$ cat src/design/dc3d_pkg.sv
`timescale 1ns / 1ps
package dc3d_pkg;
    localparam int DefMaxPoints = 1024;
    localparam int DefCoordBits = 16;
    localparam int CntW = 11;
    localparam int ThrW = 34;
    localparam int LblW = 11;

    typedef enum logic [1:0] {
        OP_LOAD = 2'd0,
        OP_RUN  = 2'd1,
        OP_READ = 2'd2,
        OP_NONE = 2'd3
    } opcode_t;

    typedef enum logic [1:0] {
        REG_POINT_COUNT = 2'd0,
        REG_THRESHOLD   = 2'd1,
        REG_MIN_NEIGH   = 2'd2,
        REG_NORM        = 2'd3
    } reg_index_t;

    localparam logic [1:0] NORM_L1    = 2'd0;
    localparam logic [1:0] NORM_L2    = 2'd1;
    localparam logic [1:0] NORM_CHEB  = 2'd2;
    localparam logic [1:0] NORM_SPARE = 2'd3;

    localparam logic signed [LblW-1:0] LBL_NOISE = -11'sd2;
    localparam logic signed [LblW-1:0] LBL_UNCL  = -11'sd1;

    typedef enum logic [4:0] {
        S_INIT, S_IDLE, S_CLEAR, S_OUTER, S_OUTER_RD, S_PT_RD, S_PT_WAIT,
        S_CNT, S_CNT_DRAIN, S_DECIDE, S_MARK, S_MARK_DRAIN,
        S_Q_RD, S_Q_WAIT, S_GROW, S_GROW_DRAIN, S_NEXT, S_DONE,
        S_RD_WAIT, S_OUT
    } state_t;
endpackage

$ cat src/design/dc3d_dist.sv
`timescale 1ns / 1ps
// Two-stage neighbour test: absolute differences, then norm and compare.
module dc3d_dist
    import dc3d_pkg::*;
#(
    parameter int COORD_BITS = DefCoordBits
) (
    input  logic                      clk,
    input  logic [3*COORD_BITS-1:0]   pa,
    input  logic [3*COORD_BITS-1:0]   pb,
    input  logic [1:0]                norm,
    input  logic [ThrW-1:0]           thr,
    output logic                      hit
);
    localparam int DW = COORD_BITS + 1;
    logic [DW-1:0] d_reg [3];
    logic [DW-1:0] d_next [3];
    logic [ThrW-1:0] norm_val;
    logic [ThrW-1:0] sq [3];
    logic [DW-1:0] mx;

    always_comb
    begin
        logic signed [DW-1:0] t;
        t = '0;
        for (int k = 0; k < 3; k++)
        begin
            t = DW'($signed(pa[k*COORD_BITS +: COORD_BITS]))
              - DW'($signed(pb[k*COORD_BITS +: COORD_BITS]));
            d_next[k] = t[DW-1] ? DW'(-t) : DW'(t);
        end
    end

    always_ff @(posedge clk)
    begin
        d_reg <= d_next;
    end

    always_comb
    begin
        for (int k = 0; k < 3; k++)
        begin
            sq[k] = ThrW'(d_reg[k]) * ThrW'(d_reg[k]);
        end
        mx = d_reg[0];
        if (d_reg[1] > mx)
        begin
            mx = d_reg[1];
        end
        if (d_reg[2] > mx)
        begin
            mx = d_reg[2];
        end
        case (norm)
            NORM_L1: norm_val = ThrW'(d_reg[0]) + ThrW'(d_reg[1]) + ThrW'(d_reg[2]);
            NORM_L2: norm_val = sq[0] + sq[1] + sq[2];
            default: norm_val = ThrW'(mx);
        endcase
        hit = norm_val < thr;
    end
endmodule

$ cat config.mk
export PLATFORM = sky130hd
export DESIGN_NAME = dc3d_dist
export DESIGN_NICKNAME = d
export VERILOG_FILES = /design/src/design/dc3d_pkg.sv /design/src/design/dc3d_dist.sv
export SDC_FILE = /design/constraint.sdc
export NUM_CORES = 2
export LEC_CHECK = 0
export BUFFER_PORTS_ARGS = -buffer_cell sky130_fd_sc_hd__buf_2
export CORE_UTILIZATION = 60
export CTS_CLUSTER_SIZE = 10
export DETAILED_ROUTE_END_ITERATION = 7
export PLACE_DENSITY = 0.78
export SYNTH_ARGS = -nofsm -noshare
export SYNTH_HDL_FRONTEND = slang
export SYNTH_SLANG_ARGS = --single-unit
$ cat constraint.sdc
create_clock -name clk -period 13.59 [get_ports clk]
set_input_delay 2.718 -clock clk [delete_from_list [all_inputs] [get_ports clk]]
set_output_delay 2.718 -clock clk [all_outputs]
set_load 0.005 [all_outputs]
==> impl.org <==
** Run status
- Result of the run :: complete, no violations

** Yosys
- Synthesized cell area :: 32600 um2
- sky130_fd_sc_hd__fa_1 takes more of the synthesized area than any other cell.
- Averaged over all synthesized cells, the footprint is 8.85 um2.
- After synthesis, the netlist uses 75 different library cells.
- Dominant cell by count in the synthesized netlist :: sky130_fd_sc_hd__inv_1
- Count of synthesis-stage warnings from yosys :: 0
- Largest cells by area after synthesis :: sky130_fd_sc_hd__fa_1 44%, sky130_fd_sc_hd__ha_1 16%, sky130_fd_sc_hd__inv_1 13%
- Counting flops and latches in the post-synthesis netlist gives 51.
- Among all flip-flop cells after synthesis, the most frequent one is sky130_fd_sc_hd__dfxtp_1.
- Count of flip-flops with a built-in enable after synthesis :: 0
- Share of the synthesized area in the top cell type :: 44.2%
- Synthesized Nets :: 4951
- Counting instances in the post-synthesis netlist gives the leading cell types as 1107 x sky130_fd_sc_hd__inv_1, 718 x sky130_fd_sc_hd__fa_1, 423 x sky130_fd_sc_hd__ha_1.
- Synthesized instance count :: 3677
- Fraction of registers with async set or reset after synthesis :: 0%
- Sequential element share of the synthesized area :: 3.14%

** Setup path
- At the worst endpoint, the required time is 10.87 ns.
- In this design, the critical path's most frequently occurring cell is sky130_fd_sc_hd__fa_1.
- Worst-path cell with the longest stage delay :: sky130_fd_sc_hd__fa_1
- The worst setup path is launched from a flop.
- CP Capture Type :: output port
- CP peak stage delay :: 0.54 ns
- Signal arrival time at the worst endpoint :: 10.57 ns
- WS Path Type :: flop to output port
- Maximum fanout encountered on the critical timing path :: 11

** Die
- Initial core utilization :: 60.6%
- The region available for standard cell placement spans 53700 um2.
- The die is 235 um tall.
- Std cell rows :: 85
- Horizontal extent of the die :: 235 um
- The die covers 55200 um2.
- Number of top-level design ports :: 134

** Final layout
- Antenna cells :: 0
- The register with the most flip-flops in the layout has 51 of them.
- Ratio of cells with drive above 1 in the final layout :: 7.20%
- The filler cells instantiated in the layout total 4460.
- Layout Nets :: 5094
- Compared with the post-synthesis result, the final layout area differs by 6.30%.

** Clock tree
- The tree built by TritonCTS fans out to 51 sinks.
- Cts-stage hold buffer count :: 0
- H-tree level count :: 2
- Clock-pin slew was measured on the worst setup and hold paths at 0.07 ns.
- The root buffer cell chosen for the clock tree is sky130_fd_sc_hd__clkbuf_16.
- In this run the deepest clock path goes through 2 buffers.
- TritonCTS buffer count :: 5
- TritonCTS built the clock tree.

** Global routing
- Wire length of the first global-routing pass :: 144 mm
- Total GRT Usage :: 34.1%
- Entering global routing, the biggest net connects 24 pins.
- Overflow left after global routing :: 0
- The initial antenna violation count is 2.
- The via count of the first global-routing pass came to 26700.

** Drt
- Routed wire per std cell :: 19.8 um
- The count of nets left with antenna violations once routing finished came out at 0.
- Drt total wl :: 89.6 mm
- Summing over every cut layer, the via total after detailed routing is 24900.
- Detailed-route vias per instance :: 5.51
- The pre-antenna-repair detailed-routing pass consisted of 5 iterations.
- Number of remaining DRC errors :: 0
- The first routing iteration left 1948 violations.

** Timing
- Setup violations remaining at the end of the flow were counted as 0.
- Final Hold Fails :: 0
- The worst path meets setup with 0.304 ns of slack.
- Tcrit/Tclk final :: 97.8%
- For the pin with the worst max-slew slack, the measured transition is 0.902 ns.
- Setup Total Neg Slack :: 0 ns
- Peak clock frequency supported by timing :: 75.3 MHz
- Clock period minus final worst setup slack :: 13.29 ns
- Final slew viol count :: 0
- In this run the tightest slew margin relative to its limit is 39.8%.

** Run
- Max-cap violations in this run came to 0.

** Worst hold path
- Worst hold path class :: primary input to flop

** Placement
- In this run the tool buffered the top-level ports with 133 buffer cells.
- Timing analysis after detailed placement gives a worst setup slack of 0.500 ns.
- The wire-length estimate of the detail-placed layout is 77.2 mm.
- At the end of routability-driven placement, the weighted congestion stood at 1.03.
critical path: cells and delay by family (launching register included):
| family | cells | cell delay (ns) |
|---|---|---|
| adder cells (fa/ha/maj) | 11 | 5.01 |
| AO/OA/AOI/OAI | 10 | 2.15 |
| AND/OR/NAND/NOR | 5 | 1.32 |
| flip-flops | 1 | 0.37 |
| multiplexers | 1 | 0.19 |
| buffers and inverters | 9 | 1.19 |
per-stage QoR:
stage                     std cells  util [%]  hold WS (ns)  cell area, um2
after floorplan                3677         -          2.93           32600
after global placement         4503      64.0          3.06           34400
after detailed placement       4503      64.0          3.07           34400
after CTS                      4509      64.3          2.75           34500
after global routing           4515      64.4          2.77           34600
final                          4515      64.4          2.75           34600
logic make-up (layout without fill, tap and decap cells):
logic type | after synthesis | count (layout) | share of synthesized area (%)
flops | 51 | 51 | 3.14
mux | 34 | 34 | 1.06
xor+xnor | 142 | 142 | 3.82
simple gates | 733 | 733 | 10.2
fa+ha+maj | 1141 | 1141 | 60.4
buf+inv | 1208 | 1350 | 13.9
compound gates | 368 | 368 | 7.46
cell usage in the layout (no fill, tap or decap), drive strengths merged, types with 5 or more instances in the layout:
| cell type | synthesis | routed |
|---|---|---|
| a21o | 46 | 46 |
| inv | 1111 | 1108 |
| a211o | 13 | 13 |
| a31oi | 23 | 23 |
| nor2b | 21 | 21 |
| dfxtp | 51 | 51 |
| nand4 | 20 | 20 |
| nand2 | 248 | 248 |
| fa | 718 | 718 |
| ha | 423 | 423 |
| o211ai | 15 | 15 |
| xor2 | 36 | 36 |
| nor4 | 6 | 6 |
| o21bai | 12 | 12 |
| o31ai | 11 | 11 |
| nand3 | 22 | 22 |
| clkinvlp | 0 | 5 |
| or3 | 7 | 7 |
| mux2i | 30 | 30 |
| nor3 | 33 | 33 |
| clkinv | 12 | 10 |
| a31o | 6 | 6 |
| buf | 4 | 221 |
| a21oi | 108 | 108 |
| a211oi | 16 | 16 |
| xnor2 | 106 | 106 |
| o21ai | 65 | 65 |
| o21a | 17 | 17 |
| nor2 | 250 | 250 |
| nand2b | 14 | 14 |
| and3 | 12 | 12 |
| and2 | 83 | 83 |
| or2 | 5 | 5 |
| clkbuf | 81 | 6 |
final timing paths:
path	slack (ns)	cells past startpoint	end	start
worst min-delay path	2.75	3	d_reg[34]	pb[0]
worst max-delay path	0.30	36	hit	d_reg[8]
layout make-up:
class	instances	area [um2]	area share (%)
Tap cell	696	871	2.52
Timing Repair Buffer	221	1330	3.83
Multi-Input combinational cell	2418	27000	78.1
Sequential cell	51	1030	2.97
Clock buffer	6	129	0.372
Inverter	1123	4230	12.2
routing by layer:
metal	wire (um)	vias to the layer above	track usage, %
li1	-	11300	-
met4	4940	2	15.4
met1	35300	12300	44.7
met5	10	-	0
met2	40900	1035	55.3
met3	8530	242	6.33
repair_timing:
action	in CTS	in global routing
endpoints found under the setup margin	0	1
gates resized for setup	0	13
buffers inserted	0	6
Power is not shown: default switching activity piles up to over one toggle a cycle in this logic, so the estimate is an artifact.
