$ cat config.mk
export PLATFORM = sky130hd
export DESIGN_NAME = dc3d_ram
export DESIGN_NICKNAME = d
export VERILOG_FILES = /design/src/design/dc3d_ram.sv
export SDC_FILE = /design/constraint.sdc
export NUM_CORES = 1
export LEC_CHECK = 0
export ABC_CLOCK_PERIOD_IN_PS = 1700
export BUFFER_PORTS_ARGS = -buffer_cell sky130_fd_sc_hd__buf_2
export CORE_MARGIN = 2
export CORE_UTILIZATION = 54
export DETAILED_ROUTE_END_ITERATION = 7
export PLACE_DENSITY = 0.78
export SLEW_MARGIN = 10
export SYNTH_ARGS = -nofsm -noshare
export SYNTH_HDL_FRONTEND = slang
export SYNTH_SLANG_ARGS = --single-unit
$ cat constraint.sdc
create_clock -name clk -period 1.7 [get_ports clk]
set_input_delay 0.34 -clock clk [delete_from_list [all_inputs] [get_ports clk]]
set_output_delay 0.34 -clock clk [all_outputs]
set_load 0.02 [all_outputs]
$ cat src/design/dc3d_ram.sv
`timescale 1ns / 1ps
module dc3d_ram #(
    parameter int WIDTH = 8,
    parameter int DEPTH = 16
) (
    input  logic                     clk,
    input  logic                     we,
    input  logic [$clog2(DEPTH)-1:0] waddr,
    input  logic [WIDTH-1:0]         wdata,
    input  logic [$clog2(DEPTH)-1:0] raddr,
    output logic [WIDTH-1:0]         rdata
);
    logic [WIDTH-1:0] mem [DEPTH];

    always_ff @(posedge clk)
    begin
        if (we)
        begin
            mem[waddr] <= wdata;
        end
        rdata <= mem[raddr];
    end
endmodule

==> reports/summary.txt, run 1 <==
outcome: complete, no violations
drt pass-1 iters: 4
post-CTS setup repair buffer count: 0
clock-pin transition on the worst setup and hold timing paths: 0.06 ns
Top FF cell, synth: edfxtp_1
WP data required: 2.09 ns
initial core utilization: 0.557
Fin Clk Skew: 0.00932 ns
reg2reg start: mem[1][0]$_DFFE_PP_
post-synth cell types: 19
FILL cells: 561
Final Hold Viols: 0
post-synthesis area per instance: 22.5 um2
top cell type by total area after synthesis: edfxtp_1
GRT met2 Usage: 0.337
# port buffers: 25
Rows: 35
critical path type: flop to flop
maximum number of pins on one net before global-route repair: 33
critical path cell sequence: mux4_1 > a22oi_1 > nand2_1
initial antenna violation count: 0
clk_lat worst skew: 0.52 ns
pwr dens: 1300 nW/um2
CP Max Fanout: 1
vias in the first global route: 2,586
# resized after CTS: 0
# H-tree levels: 4
max incr delay on CP: 0.50 ns
unrepaired setup endpoints after global routing: false
area share of the largest cell type after synthesis: 0.747
Worst-Margin Slew: 0.699 ns
I/O Pins: 26
maxcap violations: 0
via-per-instance ratio: 5.73
DIE AREA: 10,300 um2
via count: 2,451
post-DR wirelength/cell: 22.8 um
leak pwr: 2.13 nW
Placed Instances: 396
Post-Synthesis Cells: 229
DPL Wire Length: 6100 um
final setup fails: 0
nets: 304
Core Area: 9240 um2
ys async rst share: 0
clk root buf: clkbuf_8
most common library cells after synthesis: edfxtp_1 (128), mux4_2 (18), a22oi_1 (16), mux4_1 (14), nor2_1 (13)
number of CTS-inserted buffers: 17
Ys Warns: 0
Ant. Diodes: 0
hold buffer count at CTS: 0
DR iter-0 viols: 232
syn_nets: 247
register area share after synthesis: 0.778
crit share post-route: 0.820
multi-input logic area: 1060 um2
Sink Count: 136
minimum clock period: 1.39 ns
fin area: 6190 um2
flops & latches, synth: 136
area grow syn2layout: 20.2%
CTS tree: built
CP Launch Type: flop
GRT Total Usage: 0.211
Post-synth EDFFs: 128
Hold Path Class: input port to flop
Synth area leaders: edfxtp_1 (75%), mux4_2 (7.9%), mux4_1 (7.1%)
DRT antenna net count: 0
fin util: 0.669
share of layout cells above drive strength 1: 0.328
non-filler cells, final: 428
Worst Setup SP: mem[1][0]$_DFFE_PP_
Min Hold Slack: 0.204 ns
CP endpoint kind: flop
global route hottest layer: met2
slowest CP cell: mux4_1
Post-DP Area: 5550 um2
hold_sp: wdata[4]
met3 Use GR: 0.0704
synthesized cell area: 5150 um2
IR drop worst, VDD: 820 uV
GPL Wtd Cong: 0.825
slew margin rel.: 0.533
Residual DRC: 0
M1 GR Usage: 0.283
count leader, synth: edfxtp_1
routed wire length: 9760 um
Reg area: 4000 um2
GR Overflow Total: 0
Longest Clk Path Bufs: 2
Die Y: 102 um
TNS Setup: 0 ns
Final Max Slew Viols: 0
Chip Width: 102 um
global-route wire length before repair: 14,900 um
Data arrival, critical path: 1.78 ns
maximum clock frequency: 0.717 GHz
sequential cells by signal (all words and copies together) (netlist names):
| signal | flops |
|---|---|
| rdata | 8 |
| mem | 128 |
path summary, 6_finish.rpt:
kind / end / slack [ns] / depth (start not counted)
setup / recovery: rdata[0]$_DFF_P_ / 0.31 / 3
hold reg to reg: rdata[1]$_DFF_P_ / 0.67 / 3
hold / removal: mem[7][4]$_DFFE_PP_ / 0.20 / 1
setup reg to reg: rdata[0]$_DFF_P_ / 0.31 / 3
layer usage:
metal  share of wire  up-vias  wire, um
met3           0.058        6       569
met2            0.51       83      4940
li1                -     1088         -
met4          0.0090        0        88
met5               0        -         0
met1            0.43     1274      4170
critical path: cells and delay by family, from the launching register on:
kind | cells | cell delay [ns]
compound gates | 1 | 0.30
flops | 1 | 0.35
mux | 1 | 0.50
simple gates | 1 | 0.11
logic make-up after synthesis:
kind of cell / synth area share
DFF: 0.778
and+or+nand+nor: 0.0318
muxes: 0.150
AOI/OAI and AO/OA: 0.0233
buffers and inverters: 0.0168
power breakdown:
| part | internal [mW] | switching (mW) | leakage, nW |
|---|---|---|---|
| logic | 0.154 | 0.219 | 0.603 |
| registers | 3.75 | 0.0216 | 1.22 |
| clock network | 2.57 | 1.31 | 0.301 |
| total | 6.47 | 1.55 | 2.13 |
layout make-up:
type | count | share of cell area
tap | 129 | 0.0261
clock buffer | 20 | 0.0704
sequential | 136 | 0.647
multi-input combinational | 83 | 0.172
timing repair buffer | 48 | 0.0522
clock inverter | 12 | 0.0324
metrics by stage:
step | total power [mW] | setup WS, ns
finish | 8.02 | 0.306
global route | 8.26 | 0.215
CTS | 8.08 | 0.297
detailed placement | 4.21 | -0.0510
global placement | 4.20 | -0.0485
floorplan | 4.05 | 0.0939
layout by cell type (no fill, tap or decap):
master      instances
a22oi_1            16
and2_1              1
and2b_1             1
buf_12              2
buf_2              25
buf_4              21
bufinv_16           5
clkbuf_1            2
clkbuf_16          16
clkbuf_8            2
clkinv_2            2
clkinv_4            2
clkinvlp_4          3
dfxtp_1             8
edfxtp_1          128
mux4_1             14
mux4_2             18
nand2_1             9
nand2b_1            2
nand3_1             1
nand3b_1            2
nor2_1             13
nor2b_1             1
nor3_1              3
nor3_2              1
or3b_2              1
Note: power is estimated with default switching activity, not from simulation.
==> run 2: changes to the inputs <==
- ABC_AREA: default -> 1
- ABC_CLOCK_PERIOD_IN_PS: 1700 -> 1400
- CORE_UTILIZATION: 54 -> 55
- PLACE_DENSITY: 0.78 -> 0.76
- clock period: 1.7 -> 1.4 ns (I/O delays scaled with it)
==> reports/summary.txt, run 2 <==
outcome: complete, no violations
# port buffers: 25 (unchanged)
CP Buf/Inv Count: 1 (+1)
Place WS: 0.0145 ns (+0.0654 ns)
post-CTS setup repair buffer count: 0 (unchanged)
fin area: 6690 um2 (+8.2%)
hold buffer count at CTS: 0 (unchanged)
Die Y: 106 um (+4.7%)
initial antenna violation count: 0 (unchanged)
R2R Path End: rdata[7]$_DFF_P_
Final Max Slew Viols: 0 (unchanged)
crit path capture: rdata[5]
register area share after synthesis: 0.694 (-0.0835)
Final Hold Viols: 0 (unchanged)
most common library cells after synthesis: nand2_1 (173), edfxtp_1 (128), inv_1 (100), nand3_1 (97), nor2_1 (17)
leak pwr: 2.92 nW (+37%)
post-synth cell types: 12 (-7)
pwr dens: 1380 nW/um2 (+6.3%)
vias in the first global route: 3,949 (+53%)
Reg with most FFs: mem
syn_nets: 569 (+130%)
reg2reg start: mem[3][7]$_DFFE_PP_
count leader, synth: nand2_1
routed wire length: 12,900 um (+32%)
TNS Setup: 0 ns (unchanged)
nets: 615 (+100%)
IR drop worst, VDD: 748 uV (-8.7%)
R2R depth: 6 (+3)
max incr delay on CP: 0.38 ns (-0.12 ns)
slowest CP cell: dfxtp_1
GRT Total Usage: 0.251 (+0.0397)
Worst path top cell family by delay: flip-flops
# resized after CTS: 0 (unchanged)
CP Launch Type: flop
maximum clock frequency: 0.730 GHz
GR Overflow Total: 0 (unchanged)
clock-pin transition on the worst setup and hold timing paths: 0.06 ns (about the same)
maximum number of pins on one net before global-route repair: 45 (+36%)
unrepaired setup endpoints after global routing: false
WP data required: 1.12 ns (-0.97 ns)
Longest Clk Path Bufs: 2 (unchanged)
Ant. Diodes: 0 (unchanged)
Core Area: 10,200 um2 (+11%)
final setup fails: 0 (unchanged)
via-per-instance ratio: 5.22 (-8.9%)
Worst Setup SP: rdata[5]$_DFF_P_
DIE AREA: 11,300 um2 (+9.6%)
DRT antenna net count: 0 (unchanged)
share of layout cells above drive strength 1: 0.136 (-0.192)
critical path type: flop to output pin
Top Registers: mem (128), rdata (8)
area share of the largest cell type after synthesis: 0.667 (-0.0802)
Synth area leaders: edfxtp_1 (67%), nand2_1 (11%), nand3_1 (8.4%)
clk_lat worst skew: 0.52 ns (about the same)
critical path cell sequence: buf_2
via count: 3,893 (+59%)
max FFs per register: 128 (unchanged)
synthesized cell area: 5770 um2 (+12%)
Min Hold Slack: 0.129 ns (-0.0746 ns)
CP endpoint kind: output pin
area grow syn2layout: 16.0%
GPL Wtd Cong: 0.828 (+0.46%)
Post-Synthesis Cells: 551 (+140%)
Hold Path Class: input port to flop
Post-DP Area: 6140 um2 (+11%)
DR iter-0 viols: 309 (+33%)
post-DR wirelength/cell: 17.3 um (-24%)
global-route wire length before repair: 20,700 um (+39%)
slew margin rel.: 0.741 (+0.207)
CTS tree: built
CP Max Fanout: 1 (unchanged)
Crit path depth: 1 (-2)
clk root buf: clkbuf_8
drt pass-1 iters: 5 (+1)
minimum clock period: 1.37 ns
number of CTS-inserted buffers: 17 (unchanged)
Sink Count: 136 (unchanged)
Ys Warns: 0 (unchanged)
Data arrival, critical path: 1.09 ns (-0.69 ns)
Residual DRC: 0 (unchanged)
maxcap violations: 0 (unchanged)
flop2flop setup slack: 0.35 ns (+0.04 ns)
initial core utilization: 0.564 (+0.00658)
Fin Clk Skew: 0.00758 ns (-0.00174 ns)
Worst-Margin Slew: 0.389 ns (-0.310 ns)
Rows: 37 (+5.7%)
most common cell after layout, fill and taps aside: nand2_1
Post-synth EDFFs: 128 (unchanged)
flops & latches, synth: 136 (unchanged)
DPL Wire Length: 7900 um (+30%)
I/O Pins: 26 (unchanged)
Top FF cell, synth: edfxtp_1
commonest cells after routing, fill and taps aside: nand2_1 (173), edfxtp_1 (128), inv_1 (100)
# H-tree levels: 4 (unchanged)
post-synthesis area per instance: 10.5 um2 (-53%)
Chip Width: 106 um (+4.7%)
top cell type by total area after synthesis: edfxtp_1
fin worst setup slack: 0.0295 ns (-0.277 ns)
ys async rst share: 0 (unchanged)
crit share post-route: 0.979
[run 2: worst min-delay path by stage]
stage,slack [ns],end,cells after the start,from
floorplan,0.38,mem[0][0]$_DFFE_PP_,0,wdata[0]
global placement,0.63,rdata[3]$_DFF_P_,6,mem[10][3]$_DFFE_PP_
detailed placement,0.64,rdata[5]$_DFF_P_,6,mem[3][5]$_DFFE_PP_
CTS,0.11,rdata[4]$_DFF_P_,3,raddr[3]
global route,0.12,rdata[7]$_DFF_P_,3,raddr[3]
finish,0.13,rdata[7]$_DFF_P_,3,raddr[3]
[run 2: layer usage]
metal | routed length [um] | part of all wire | GRT usage
met5 | 0 | 0 | 0
met4 | 275 | 0.021 | 0.107
met3 | 952 | 0.074 | 0.0607
met2 | 6510 | 0.51 | 0.407
met1 | 5140 | 0.40 | 0.325
[run 2: power breakdown]
group	internal [mW]	leakage [nW]	switching [mW]	total, mW
combinational	0.182	1.44	0.422	0.604
sequential	4.55	1.22	0.0260	4.58
clock	2.44	0.248	1.61	4.05
[run 2: per-stage QoR]
stage,std cells,util,total power [mW]
after global placement,714,0.600,5.25
final,746,0.654,9.23
after detailed placement,714,0.600,5.26
after global routing,746,0.654,9.54
after CTS,746,0.654,9.28
after floorplan,551,-,5.01
[run 2: layout make-up]
class | instances | area (um2)
inverters | 102 | 383
multi-input cells | 289 | 1210
repair buffers | 51 | 370
well taps | 136 | 170
flip-flops and latches | 136 | 4000
fillers | 780 | 3540
clock buffers | 21 | 449
clock inverters | 11 | 101
[run 2: cell families (layout without fill, tap and decap cells)]
kind of cell | after synthesis | in the layout | synth area share
AND/OR/NAND/NOR | 289 | 289 | 0.210
flip-flops | 136 | 136 | 0.694
buffers and inverters | 126 | 185 | 0.0952
==> run 3: changes to the inputs <==
- CORE_UTILIZATION: 55 -> 40
- PLACE_DENSITY: 0.76 -> 0.6
- SETUP_SLACK_MARGIN: default -> 0.1
==> reports/summary.txt, run 3 (synthesis gave the netlist of run 2 again) <==
Residual DRC: 0 (unchanged)
Placed Instances: 759 (+6.3%)
critical path cell sequence: buf_2
CTS tree: built
Ant. Diodes: 0 (unchanged)
GPL Wtd Cong: 0.805 (-2.8%)
DR iter-0 viols: 352 (+14%)
Final Hold Viols: 0 (unchanged)
post-DR wirelength/cell: 16.2 um (-5.9%)
Rows: 43 (+16%)
slowest CP cell: dfxtp_1
TNS Setup: 0 ns (unchanged)
Final Max Slew Viols: 0 (unchanged)
max FFs per register: 128 (unchanged)
Die Y: 124 um (+17%)
hold buffer count at CTS: 0 (unchanged)
GRT Total Usage: 0.181 (-0.0700)
CP endpoint kind: output pin
non-filler cells, final: 791 (+6.0%)
met3 Use GR: 0.0398 (-0.0209)
Reg with most FFs: mem
global route hottest layer: met2
maximum clock frequency: 0.811 GHz (+11%)
maxcap violations: 0 (unchanged)
share of layout cells above drive strength 1: 0.134 (-0.00186)
DPL Wire Length: 8010 um (+1.5%)
CP Max Fanout: 1 (unchanged)
Overall Power: 9.90 mW (+7.3%)
global-route wire length before repair: 20,000 um (-3.2%)
initial antenna violation count: 0 (unchanged)
vias in the first global route: 3,681 (-6.8%)
pwr dens: 1450 nW/um2 (+5.1%)
minimum clock period: 1.23 ns (-0.137 ns)
Top Registers: mem (128), rdata (8)
Chip Width: 124 um (+17%)
area grow syn2layout: 18.4%
unrepaired setup endpoints after global routing: false
WP data required: 1.12 ns (about the same)
crit share post-route: 0.881 (-0.0978)
Post-DP Area: 6200 um2 (+1.0%)
routed wire length: 12,800 um (-0.22%)
maximum number of pins on one net before global-route repair: 53 (+18%)
DIE AREA: 15,400 um2 (+36%)
# resized after CTS: 0 (unchanged)
clk root buf: clkbuf_16
Worst path top cell family by delay: flip-flops
GR Overflow Total: 0 (unchanged)
# port buffers: 25 (unchanged)
CP Launch Type: flop
Min Hold Slack: 0.263 ns (+0.133 ns)
max incr delay on CP: 0.36 ns (-0.02 ns)
commonest cells after routing, fill and taps aside: nand2_1 (173), edfxtp_1 (128), inv_1 (100)
CP Buf/Inv Count: 1 (unchanged)
Hold Path Class: input port to flop
Core Area: 14,000 um2 (+37%)
Data arrival, critical path: 0.95 ns (-0.14 ns)
clk_lat worst skew: 0.42 ns (-0.10 ns)
Fin Clk Skew: 0.00570 ns (-0.00188 ns)
Sink Count: 136 (unchanged)
# H-tree levels: 4 (unchanged)
final setup fails: 0 (unchanged)
via count: 3,860 (-0.85%)
IR drop worst, VDD: 932 uV (+25%)
initial core utilization: 0.412 (-0.151)
leak pwr: 2.98 nW (+2.2%)
I/O Pins: 26 (unchanged)
GRT met2 Usage: 0.281 (-0.126)
outcome: complete, no violations
number of CTS-inserted buffers: 17 (unchanged)
most common cell after layout, fill and taps aside: nand2_1
FILL cells: 1,253 (+61%)
DRT antenna net count: 0 (unchanged)
Worst-Margin Slew: 0.377 ns (-0.0116 ns)
post-CTS setup repair buffer count: 0 (unchanged)
drt pass-1 iters: 7 (+2)
nets: 616 (+0.16%)
clock-pin transition on the worst setup and hold timing paths: 0.06 ns (about the same)
M1 GR Usage: 0.248 (-0.0768)
via-per-instance ratio: 4.88 (-6.5%)
fin area: 6830 um2 (+2.1%)
slew margin rel.: 0.748 (+0.00775)
Longest Clk Path Bufs: 2 (unchanged)
critical path type: flop to output pin
==> run 3: cell types whose count changed in the layout (fill, tap and decap cells not counted), sizes merged <==
cell,delta
bufinv,+3
clkinvlp,-7
buf,+1
clkinv,+1
clkbuf,+3
==> run 3: path summary, 6_finish.rpt <==
path,from,depth (start not counted),slack (ns),to
worst max-delay path,rdata[6]$_DFF_P_,1,0.17,rdata[6]
worst min-delay path,wdata[4],1,0.26,mem[10][4]$_DFFE_PP_
worst max register to register,mem[5][1]$_DFFE_PP_,6,0.36,rdata[1]$_DFF_P_
worst min register to register,mem[12][5]$_DFFE_PP_,6,0.67,rdata[5]$_DFF_P_
==> run 3: routing by layer <==
| layer | wire (um) | vias up |
|---|---|---|
| met5 | 0 | - |
| met4 | 314 | 0 |
| met3 | 564 | 19 |
| met2 | 6140 | 96 |
| met1 | 5830 | 1875 |
| li1 | - | 1870 |
==> run 3: stage by stage <==
step                       util  setup slack [ns]
after CTS                 0.488             0.157
after global routing      0.488             0.148
after detailed placement  0.443           0.00989
final                     0.488             0.166
after floorplan               -             0.169
after global placement    0.443            0.0284
==> run 3: cell type report <==
cell class                 count  area [um2]  share of cell area
timing repair buffer          52         378              0.0553
clock inverter                 8         144              0.0211
sequential                   136        4000               0.586
multi-input combinational    289        1210               0.178
tap                          180         225              0.0330
clock buffer                  24         482              0.0705
inverter                     102         383              0.0561
==> run 3: where the power goes <==
part,switching (mW),internal (mW),leakage [nW]
registers,0.0290,4.55,1.22
clock network,1.60,3.12,0.308
logic,0.418,0.185,1.45
